File: src/rtl/core/tcw_pkg.sv
// Shared constants, command codes and controller/datapath types for the text console writer.
package tcw_pkg;

   localparam int unsigned COLUMNS = 80;
   localparam int unsigned ROWS    = 25;
   localparam int unsigned CELLS   = COLUMNS * ROWS;

   // Fixed field widths of the request and response channels
   localparam int unsigned CMD_W   = 3;
   localparam int unsigned BYTE_W  = 8;
   localparam int unsigned CELL_W  = 11;

   localparam int unsigned ADDR_W  = $clog2(CELLS);
   localparam int unsigned COL_W   = $clog2(COLUMNS);

   localparam logic [BYTE_W-1:0] SPACE_CODE   = 8'd32;
   localparam logic [BYTE_W-1:0] NEWLINE_CODE = 8'd10;

   localparam logic [CMD_W-1:0] CMD_PUT      = 3'd0;
   localparam logic [CMD_W-1:0] CMD_PUT_ATTR = 3'd1;
   localparam logic [CMD_W-1:0] CMD_CLEAR    = 3'd2;
   localparam logic [CMD_W-1:0] CMD_FILL     = 3'd3;
   localparam logic [CMD_W-1:0] CMD_READ     = 3'd4;

   typedef enum logic [3:0] {
      ST_INIT,
      ST_IDLE,
      ST_PUT,
      ST_SCROLL,
      ST_SCROLL_END,
      ST_CLEAR,
      ST_FILL,
      ST_READ,
      ST_RESP
   } state_type;

   typedef enum logic [2:0] {
      MEM_NONE,
      MEM_INIT,
      MEM_CLEAR,
      MEM_FILL,
      MEM_SCROLL,
      MEM_PUT,
      MEM_READ
   } mem_op_type;

   typedef enum logic [1:0] {
      CUR_HOLD,
      CUR_PUT,
      CUR_SCROLL,
      CUR_ZERO
   } cur_op_type;

   typedef struct packed {
      logic       capture;
      logic       sweep_start;
      logic       sweep_step;
      mem_op_type mem_op;
      cur_op_type cur_op;
      logic       load_rsp;
      logic       set_scrolled;
   } ctrl_cmd_type;

   typedef struct packed {
      logic [CMD_W-1:0]  req_cmd;
      logic              at_end;
      logic              sweep_last;
      logic              out_busy;
      logic [CELL_W-1:0] cursor;
      logic [COL_W-1:0]  col;
   } ctrl_status_type;

endpackage

File: src/rtl/core/tcw_ctrl.sv
// Controller state machine: sequences puts, scroll, clear, fill, read and the reset sweep.
module tcw_ctrl (
   input  logic                     clock,
   input  logic                     reset,
   input  logic                     req_valid,
   output logic                     req_ready,
   input  tcw_pkg::ctrl_status_type status,
   output tcw_pkg::ctrl_cmd_type    cmd
);
   import tcw_pkg::*;

   state_type state_ff;
   state_type state_in;

   always_ff @(posedge clock) begin
      if (reset) begin
         state_ff <= ST_INIT;
      end else begin
         state_ff <= state_in;
      end
   end

   // next state
   always_comb begin
      state_in = state_ff;
      case (state_ff)
         ST_INIT: begin
            if (status.sweep_last) state_in = ST_IDLE;
         end
         ST_IDLE: begin
            if (req_valid) begin
               case (status.req_cmd)
                  CMD_PUT, CMD_PUT_ATTR: state_in = status.at_end ? ST_SCROLL : ST_PUT;
                  CMD_CLEAR:             state_in = ST_CLEAR;
                  CMD_FILL:              state_in = ST_FILL;
                  CMD_READ:              state_in = ST_READ;
                  default:               state_in = ST_RESP;
               endcase
            end
         end
         ST_PUT: begin
            if (!status.out_busy) state_in = ST_IDLE;
         end
         ST_SCROLL: begin
            if (status.sweep_last) state_in = ST_SCROLL_END;
         end
         ST_SCROLL_END: state_in = ST_PUT;
         ST_CLEAR, ST_FILL: begin
            if (status.sweep_last) state_in = ST_RESP;
         end
         ST_READ: state_in = ST_RESP;
         ST_RESP: begin
            if (!status.out_busy) state_in = ST_IDLE;
         end
         default: state_in = ST_IDLE;
      endcase
   end

   // outputs
   always_comb begin
      req_ready        = 1'b0;
      cmd.capture      = 1'b0;
      cmd.sweep_start  = 1'b0;
      cmd.sweep_step   = 1'b0;
      cmd.mem_op       = MEM_NONE;
      cmd.cur_op       = CUR_HOLD;
      cmd.load_rsp     = 1'b0;
      cmd.set_scrolled = 1'b0;
      case (state_ff)
         ST_INIT: begin
            cmd.mem_op     = MEM_INIT;
            cmd.sweep_step = 1'b1;
         end
         ST_IDLE: begin
            req_ready = 1'b1;
            if (req_valid) begin
               cmd.capture     = 1'b1;
               cmd.sweep_start = 1'b1;
            end
         end
         ST_PUT: begin
            if (!status.out_busy) begin
               cmd.mem_op   = MEM_PUT;
               cmd.cur_op   = CUR_PUT;
               cmd.load_rsp = 1'b1;
            end
         end
         ST_SCROLL: begin
            cmd.mem_op       = MEM_SCROLL;
            cmd.sweep_step   = 1'b1;
            cmd.set_scrolled = 1'b1;
         end
         ST_SCROLL_END: cmd.cur_op = CUR_SCROLL;
         ST_CLEAR: begin
            cmd.mem_op     = MEM_CLEAR;
            cmd.sweep_step = 1'b1;
            if (status.sweep_last) cmd.cur_op = CUR_ZERO;
         end
         ST_FILL: begin
            cmd.mem_op     = MEM_FILL;
            cmd.sweep_step = 1'b1;
         end
         ST_READ: cmd.mem_op = MEM_READ;
         ST_RESP: begin
            if (!status.out_busy) cmd.load_rsp = 1'b1;
         end
         default: begin
            req_ready = 1'b0;
         end
      endcase
   end

endmodule

File: config.mk
export PLATFORM = sky130hd
export DESIGN_NAME = tcw_ctrl
export DESIGN_NICKNAME = d
export VERILOG_FILES = /design/src/rtl/core/tcw_pkg.sv /design/src/rtl/core/tcw_ctrl.sv
export SDC_FILE = /design/constraint.sdc
export NUM_CORES = 1
export LEC_CHECK = 0
export BUFFER_PORTS_ARGS = -buffer_cell sky130_fd_sc_hd__buf_2
export CORE_AREA = 2 2 39 41
export CTS_CLUSTER_SIZE = 16
export DETAILED_ROUTE_END_ITERATION = 7
export DIE_AREA = 0 0 41 43
export PLACE_DENSITY = 0.75
export SETUP_SLACK_MARGIN = 0.02
export SLEW_MARGIN = 20
export SYNTH_ARGS = -nofsm -noshare
export SYNTH_HDL_FRONTEND = slang
export SYNTH_SLANG_ARGS = --single-unit
File: constraint.sdc
create_clock -name clock -period 3.5 [get_ports clock]
set_input_delay 0.35 -clock clock [delete_from_list [all_inputs] [get_ports clock]]
set_output_delay 0.35 -clock clock [all_outputs]
set_load 0.02 [all_outputs]
* Word level (Yosys, flattened, before mapping)
Index checks and enable logic that the tools add are counted.
** Storage, ports and cells
- Register bits after elaboration :: 4
** Operators by class
- Equal/unequal tests :: 17
- Multiplexer cells :: 19
- Reductions and logical operators :: 7
** Operator list (count)
- 4-bit case mux with 7 select lines :: 1
- 4-bit two-way mux :: 5
- 3-bit case mux with 6 select lines :: 1
- 4-bit by 3-bit equality test with 1-bit output, second input constant :: 4
- 4-bit case mux with 4 select lines :: 1
- 2-bit != test, second input constant :: 5
- 4-bit by 2-bit equality test with 1-bit output, second input constant :: 2
- 3-bit by 2-bit equality test with 1-bit output, second input constant :: 2
- 2-bit two-way mux :: 3
- 6-bit two-way mux :: 1
- 2-bit case mux with 3 select lines :: 1
- 2-bit OR reduction :: 3
- 1-bit two-way mux :: 5
- 5-bit AND reduction :: 1
- 4-bit by 1-bit equality test with 1-bit output, second input constant :: 1
- 4-bit equality test, second input constant :: 1
- 4-bit zero test :: 1
- 4-bit OR reduction :: 1
- 3-bit by 1-bit equality test with 1-bit output, second input constant :: 1
- 3-bit equality test, second input constant :: 1
- 3-bit zero test :: 1
- 1-bit case mux with 2 select lines :: 1

* Longest topological paths before layout
Gate-level depths: netlist (run 1).
- Depth after elaboration :: 5
- Gate-level depth with buffers :: 5

* Worst setup path after synthesis (run 1)
OpenSTA, ideal clock, no wires.
- Path type :: flip-flop to output port
- Start :: register state_ff[1]
- End :: output port cmd[4] in the netlist's numbering
- Data arrival time :: 1885 ps
- Data required time :: 3150 ps
- Slack :: 1265 ps
- Stages on the path, launching flop included :: 4
- Cells stage by stage :: dfxtp_1 > clkbuf_1 > and2b_2 > a2111oi_0
** RTL lines
- start, declared :: line tcw_ctrl.sv:12 : state_type state_ff;
- start signal, assigned :: line tcw_ctrl.sv:19 : state_ff <= state_in;
- end, declared :: line tcw_ctrl.sv:8 : output tcw_pkg::ctrl_cmd_type cmd

* Worst setup path after layout (run 1)
- Start :: register state_ff[0]
- End :: register state_ff[0]
** On the way
- Longest elaborated chain between the ends :: 4
** RTL lines
- 4-bit by 3-bit equality test with 1-bit output (tied with other cells) :: line tcw_ctrl.sv:26 : case (state_ff)
- 2-bit OR reduction, on equally long branches
- 2-bit != test (no line)
- 5-bit AND reduction (no line)
Several ways; a longest one is shown, not always the timed one.
A chain may end at the register's enable or synchronous reset.

==> impl_summary.md, run 1 <==
Floorplan
After floorplanning, the core was divided into 14 placement rows. 38 I/O pins were placed. After floorplanning, the core was sized to cover 1384 µm². The floorplan die width is 41 µm.

The die is 43 µm tall. The die area is 1763 µm². For this configuration, the core starts out at a cell density of 34.99%.

Clock network
The later pin in the worst-skew pair is clocked with a latency of 0.23 ns. The number of gates resized after CTS is 0. The tree built by TritonCTS fans out to 4 sinks. TritonCTS built the clock tree. Clock-pin slew was measured on the worst setup and hold paths at 0.04 ns. The deepest level of the CTS H-tree is 1. The clock root buffer is clkbuf_4.

The number of buffers created by CTS is 3. The buffer depth of the longest clock path is 2. The number of buffers inserted to repair setup after CTS is 0. For this design, the CTS-stage hold fixing added 0 buffers.

STA
The final hold violation count is 0. The highest achievable clock rate is 497.0 MHz. The total count of max-transition violations in the final report was 0. Setup repair after global routing left no endpoint under its margin.

The worst hold-check slack is 0.4800 ns. Setup violations remaining at the end of the flow were counted as 0. The sum of negative setup slack is 0 ns.

Measured against its own limit, the worst slew margin works out to 66.96%. The actual transition at the worst max-transition pin is 0.4949 ns. The largest clock skew in the final design is 0.001409 ns. The share of the cycle needed by the critical path after routing is 57.49%. The smallest clock period supported by the final layout is computed as 2.012 ns.

Critical path
The critical path goes through xor3_1 -> or3_1 -> nand2_2 -> mux2_1. In this run the critical register-to-register path is launched from state_ff[0]. Along the worst path, the maximum fanout reaches 16. The required arrival time at the worst endpoint is 3.61 ns. The type of origin of the critical path is a flip-flop. Among all stages on the critical path, the largest delay is contributed by dfxtp_1. The delay of the slowest cell on the worst path is 0.62 ns.

The critical path launch point is state_ff[0]. The buffer and inverter count on the worst path is 0. The data arrival time of the worst path is 2.12 ns.

The class of the most critical setup path is flip-flop to flip-flop. STA classifies the critical path endpoint as a flip-flop. The top cell family by delay on the critical path is flip-flops.

Logic synthesis
The proportion of register bits with asynchronous set or reset after synthesis is 0%. After synthesis, the largest family of logic cells by area is simple AND/OR/NAND/NOR gates. In this run the biggest area consumer among cell types represents 16.54% of the synthesized area. Summing every instance area after synthesis gives 484.2 µm².

The count of flip-flops with a built-in enable after synthesis is 0. The number of warnings issued by yosys is 0. The adder and majority gate portion of the synthesized area is 0%. Of the synthesized area, sequential elements account for 16.54%.

Summing the areas of all compound-gate instances in the mapped netlist gives 17.57% of the synthesized area. The number of unique standard cell types used by synthesis is 35. The parity-gate share of the synthesized area counting xor and xnor cells is 8.527%. The total of flip-flops plus latches after synthesis is 4. After synthesis, the mean cell area works out to 7.566 µm².

In the synthesized netlist, the number of instances is 64. The biggest area contributor in the post-synthesis netlist is dfxtp_1. The number of nets produced by synthesis is 91. Multiplexer cells account for 6.718% of the synthesized area. In the post-synthesis netlist, the biggest area contributors are dfxtp_1, nor2_1, nor2b_1. After Yosys synthesis, and, or, nand and nor cells account for 42.12% of the synthesized area. The most used flip-flop cell after synthesis is dfxtp_1.

Finish
The number of flip-flops under the largest register name is 4. The area growth from synthesis to layout is 22.22%. The largest registers in the layout are state_ff x4.

Cells with a size suffix above 1 make up 32.10% of the layout. The total inserted antenna cells is 0. Registers take 80.08 µm². The register containing the most flip-flops in the final layout is state_ff. Fill cells in the final layout number 153.

The net count reported at finish is 110. The area of the multi-input gates is 362.8 µm².

Power
In this run, the combinational gates consume 59.0% of the power. The maximum vdd drop is 0.2196 mV. Internal power comes to 0.1904 mW. For this design the total switching power over the nets is 0.1785 mW. In this run, the clock network consumes 15.1% of the power. Summed over all cells, the static leakage comes to 0.2696 nW. The sequential share of power is 25.9%.

The post-layout total power is 0.3689 mW. Net switching is 48.39% of the power. In this run the power density over the cells is 623.4 nW/µm².

Placement
Input and output buffers added on the ports amount to 19. The routability congestion estimate from global placement is 0.8083. After legalization and detailed placement, the total HPWL measured 840.5 µm.

Routing
The detailed router placed 520 vias in this run. The number of vias per cell is 5.361. For this block, the initial DRC count from the detailed router was 8. In the routed design, unresolved DRC markers number 0. The final antenna-violating net count is 0. The first detailed-routing pass took 4 iterations. After detailed routing, the total wire length is 1109 µm. The average routed wire per standard cell is 11.43 µm.

GRT
The number of antenna violations at the first check in global routing is 0. The first global-routing pass estimated 1876 µm of wire. The largest net degree at the start of global routing is 17.

The total global routing track utilization is 15.16%. The via count of the first global-routing pass is 463. The remaining global-route overflow is 0.

Hold path
The startpoint identified for the worst hold timing path is reset. The tightest min-delay check is of the input port to flip-flop type.

Run status
The run finished with clean final reports.

Job
Max-cap violations in this run came to 0.
-- power by group through the flow --
stage / sequential [mW] / clock (mW) / combinational [mW]
5_1_grt: 0.0998 / 0.0602 / 0.242
2_1_floorplan: 0.0691 / 0 / 0.190
4_1_cts: 0.0959 / 0.0574 / 0.220
3_3_place_gp: 0.0954 / 0 / 0.214
6_report: 0.0955 / 0.0559 / 0.218
3_5_place_dp: 0.0968 / 0 / 0.218
-- layout make-up --
cell class,instances,area share [%]
Clock buffer,3,3.805
Multi-Input combinational cell,52,61.31
Tap cell,16,3.383
Inverter,3,1.903
Timing Repair Buffer,19,16.07
Sequential cell,4,13.53
-- per-stage QoR --
stage / instances / area (µm²) / setup WS (ns) / utilization, %
2_1_floorplan: 64 / 484.2 / 1.265 / -
3_3_place_gp: 94 / 569.3 / 1.542 / 41.14
3_5_place_dp: 94 / 569.3 / 1.494 / 41.14
4_1_cts: 97 / 591.8 / 1.473 / 42.77
5_1_grt: 97 / 591.8 / 1.358 / 42.77
6_report: 97 / 591.8 / 1.488 / 42.77
-- synthesized netlist by cell type, types with 2 or more instances --
| cell type | n |
|---|---|
| or3_1 | 2 |
| inv_1 | 3 |
| dfxtp_1 | 4 |
| nor4bb_1 | 2 |
| nor3b_1 | 2 |
| a2111oi_0 | 2 |
| clkbuf_1 | 3 |
| a211oi_1 | 2 |
| mux2_1 | 2 |
| nor2_1 | 10 |
| nor4_1 | 2 |
| o21ai_0 | 2 |
| nor2b_1 | 4 |
| nor3_1 | 3 |
-- worst min-delay path, delay by kind of cell --
kind	cells	cell delay (ns)
compound gates	1	0.05
simple gates	1	0.12
buf+inv	1	0.14
-- layer usage --
metal  GRT usage [%]  up-vias  part of all wire [%]
met5               0        -                     0
met3           3.141        0                   7.5
met1           18.97      230                    45
met4           6.000        0                     0
met2           24.06       23                    47
li1                -      267                     -
-- worst paths after layout --
path	cells after the start	slack, ns	end
max	4	1.49	state_ff[0]
min	3	0.48	state_ff[3]
max reg2reg	4	1.49	state_ff[0]
min reg2reg	2	0.76	state_ff[3]
-- cells in the final DEF, fill, tap and decap left out, types with 3 or more instances in the layout --
cell type  synthesis  final
buf_2              0     19
nor2_1            10     10
nor2b_1            4      4
dfxtp_1            4      4
nor3_1             3      3
inv_1              3      3
clkbuf_4           0      3
-- cells by family after synthesis --
family,count (synthesis)
flip-flops,4
AO/OA/AOI/OAI,12
buffers and inverters,8
AND/OR/NAND/NOR,34
XOR/XNOR,3
multiplexers,3
(Power assumes the default switching activity.)
==> run 2: changes to the inputs <==
--- a/config.mk
+++ b/config.mk
@@ -5,12 +5,13 @@
 export SDC_FILE = /design/constraint.sdc
 export NUM_CORES = 1
 export LEC_CHECK = 0
+export ABC_AREA = 1
 export BUFFER_PORTS_ARGS = -buffer_cell sky130_fd_sc_hd__buf_2
 export CORE_AREA = 2 2 39 41
 export CTS_CLUSTER_SIZE = 16
 export DETAILED_ROUTE_END_ITERATION = 7
 export DIE_AREA = 0 0 41 43
-export PLACE_DENSITY = 0.75
+export PLACE_DENSITY = 0.71
 export SETUP_SLACK_MARGIN = 0.02
 export SLEW_MARGIN = 20
 export SYNTH_ARGS = -nofsm -noshare
==> constraint.sdc (replaced) <==
create_clock -name clock -period 1.9 [get_ports clock]
set_input_delay 0.19 -clock clock [delete_from_list [all_inputs] [get_ports clock]]
set_output_delay 0.19 -clock clock [all_outputs]
set_load 0.02 [all_outputs]
==> run 2 against run 1 <==
- register-to-register slack got worse by 0.87 ns
- synthesized area fell by 9.6%
- sequential power rose by 60%
- clock power rose by 82%
- critical path depth rose by 2
- flip-flop and latch count did not move
- critical path type is now flip-flop to output port
- critical endpoint is now cmd[6]
- largest cell class unchanged
==> impl_summary.md, run 2 <==
Hold path
The worst hold path begins at reset. The capture endpoint of the worst hold path is state_ff[2]. The worst hold path depth is 4. The worst hold path belongs to the class input port to flip-flop.

Critical path
The type of origin of the critical path is a flip-flop. Together, buffers and inverters on the worst path number 2. The standard cell with the maximum stage delay on the critical path is dfxtp_1. The critical path goes through inv_1 -> nor2_1 -> nand2_1 -> or2_2 -> o21ai_0 -> buf_2.

The critical register-to-register path endpoint is state_ff[1]. The beginning of the worst register-to-register path is state_ff[0]. The setup slack of the most critical reg-to-reg path is 0.62 ns. The class of the most critical setup path is flip-flop to output port. STA puts the critical path data required time at 1.71 ns. The top cell family by delay on the critical path is simple AND/OR/NAND/NOR gates. The maximum fanout along the worst path is 5. For the worst flop-to-flop path, the logic depth is 7. The delay of the slowest cell on the worst path is 0.40 ns. The worst setup path is captured at an output port.

The depth of the critical timing path with buffers and inverters included is 6. At the worst endpoint, the arrival time is 1.48 ns.

Clock network
For the worst-skew pair, the clock arrives at the later sink with an insertion delay of 0.23 ns. The clock root buffer is clkbuf_4. The number of buffers inserted to repair setup after CTS is 0. The number of sinks handled by clock tree synthesis is 4. The number of gates resized after CTS is 0. After clock tree synthesis, the clock-pin slew on the worst setup and hold paths is 0.04 ns. TritonCTS created 3 clock buffers.

In this run the number of H-tree levels came out at 1. For this design, the CTS-stage hold fixing added 0 buffers. The TritonCTS clock tree is built. The clock passes through at most 2 buffers.

Routing
Detailed routing inserted a total of 516 vias. Routed signal wires occupy layers up through met3. The DRC violation count after routing is 0.

The number of detailed-routing iterations run before antenna repair is 4. The routed length on met2 is 459 µm. The number of vias per cell is 4.487.

The first-iteration detailed-routing DRC count is 10. The total length of routed met3 wires is 61 µm. The met1 wire length is 424 µm. The final antenna-violating net count is 0. The average routed wire per standard cell is 8.217 µm. The routed wire length is 945 µm.

Logic synthesis
The number of unique standard cell types used by synthesis is 17. After synthesis the cells add up to 437.9 µm². Ranked by instance count, the synthesized netlist is headed by nand2_1, inv_1, nor2_1. The most used flip-flop cell after synthesis is dfxtp_1. The cell type with the largest total area after synthesis is dfxtp_1. The number of nets handed over by synthesis was 105. After technology mapping, the gate count stands at 78. The sequential share of the synthesized area is 18.29%. The proportion of register bits with asynchronous set or reset after synthesis is 0%.

In the post-synthesis netlist, the biggest area contributors are dfxtp_1, nand2_1, inv_1. After synthesis, the largest area contributor takes up 18.29% of total cell area. The most frequently used cell type in the post-synthesis netlist is nand2_1.

The synthesized design contains 0 enable-type register cells. In this run the mean area of a mapped cell was 5.614 µm². In this run, synthesis produced a sequential element count of 4.

The number of warnings issued by yosys is 0.

Finish
The register with the most flip-flops in the layout has 4 of them. After filler insertion, the fill cell instance count of the layout stands at 162. Once layout is complete, the cells apart from fillers number 115. The commonest non-fill, non-tap cell in the layout is nand2_1. Registers take 80.08 µm². Cells with a size suffix above 1 make up 33.33% of the layout. The largest registers in the layout are state_ff x4. The area of the multi-input gates is 305.3 µm². The area growth from synthesis to layout is 29.71%. The total inserted antenna cells is 0. The top cell types in the final layout, fill and taps aside, are nand2_1, buf_2, inv_1. Counting flops per register, the top entry is state_ff. At the end of the flow, the number of nets in the layout was 128.

STA
Setup violations remaining at the end of the flow were counted as 0. The final critical path takes up 87.93% of the cycle. The slack of the critical path is 0.2294 ns. The largest clock skew in the final design is 0.001313 ns. The final hold violation count was 0. The actual transition at the worst max-transition pin is 0.2570 ns. The highest achievable clock rate is 598.6 MHz. The total count of max-transition violations in the final report is 0. The shortest clock period the worst path allows after layout is 1.671 ns. Setup total negative slack on the finished layout was measured at 0 ns.

The worst pin sits at a relative slew slack of 82.85%. Setup repair after global routing left no endpoint under its margin.

Power
The sequential share of power is 18.2%. The maximum vdd drop is 0.6148 mV. Per report_power, the combinational group accounts for 69.7% of the total. The power spent charging and discharging nets is 0.4526 mW. The analysis attributes to cell leakage a power of 0.3553 nW.

The part of the total power dissipated in the clock network is 12.2%. The post-layout total power is 0.8412 mW. For this design the ratio of total power to cell area is 1481 nW/µm². The share of total power consumed by net switching is 53.80%. The cell internal power dissipation is 0.3886 mW.

Placement
The worst setup slack before clock tree synthesis is 0.4707 ns. The number of buffer cells added on primary ports is 19. Once detailed placement completed, the half-perimeter wirelength came to 814.9 µm. Routability-driven placement finished with a final weighted congestion of 0.8367. The number of placed instances, taps included is 112.

Floorplan
The core region is 1384 µm². In this run the count of I/O pins placed on the die edge is 38. The floorplan step set the die height to 43 µm. The die area is 1763 µm². The floorplan die width is 41 µm. The floorplan has 14 rows. The initial standard-cell utilization of the core is 31.65%.

GRT
Entering global routing, the biggest net connects 9 pins. The number of antenna violations at the first check in global routing is 0. The first global-routing pass estimated 1497 µm of wire. The via count of the first global-routing pass is 420. The total global routing track utilization is 12.14%. After global routing the overflow that remains totals 0.

Run status
The run finished with clean final reports.

Job
Max-cap violations in this run came to 0.
## run 2: worst max-delay path by stage
stage	slack, ns	end	from
final	0.23	cmd[6]	state_ff[1]
after global routing	0.06	cmd[6]	state_ff[1]
after CTS	0.21	cmd[6]	state_ff[1]
after detailed placement	0.47	cmd[6]	state_ff[1]
after global placement	0.44	cmd[6]	state_ff[1]
after floorplan	0.53	cmd[9]	state_ff[0]
## run 2: kinds of logic (layout without fill, tap and decap cells)
| logic type | Yosys count | in the layout | share of synthesized area (%) |
|---|---|---|---|
| and+or+nand+nor | 48 | 48 | 51.71 |
| buffers and inverters | 13 | 34 | 12.00 |
| DFF | 4 | 4 | 18.29 |
| AOI/OAI and AO/OA | 13 | 13 | 18.00 |
## run 2: tightest hold or removal path: stages
cell     delay [ns]
buf_2          0.07
inv_1          0.06
nand2_1        0.06
nor2_1         0.03
## run 2: final cells by class
| type | instances | share of cell area (%) |
|---|---|---|
| clock buffers | 3 | 3.965 |
| inverters | 12 | 7.930 |
| well taps | 16 | 3.524 |
| repair buffers | 19 | 16.74 |
| flip-flops and latches | 4 | 14.10 |
| multi-input cells | 61 | 53.74 |
## run 2: power by group through the flow
| stage | combinational [mW] | clock (mW) | sequential [mW] |
|---|---|---|---|
| after floorplan | 0.463 | 0 | 0.146 |
| after global placement | 0.588 | 0 | 0.153 |
| after detailed placement | 0.591 | 0 | 0.153 |
| after CTS | 0.594 | 0.108 | 0.152 |
| after global routing | 0.663 | 0.111 | 0.158 |
| final | 0.586 | 0.102 | 0.153 |
## run 2: routing by layer
layer	up-vias	track usage (%)
met5	-	0
met2	13	18.75
met4	0	6.000
met3	0	2.618
met1	215	15.06
li1	288	-
## run 2: stage by stage
stage / area, µm² / hold slack, ns / utilization, %
3_3_place_gp: 545.5 / 0.4697 / 39.42
6_report: 568.0 / 0.2316 / 41.05
5_1_grt: 568.0 / 0.2491 / 41.05
3_5_place_dp: 545.5 / 0.4717 / 39.42
2_1_floorplan: 437.9 / 0.3693 / -
4_1_cts: 568.0 / 0.2237 / 41.05
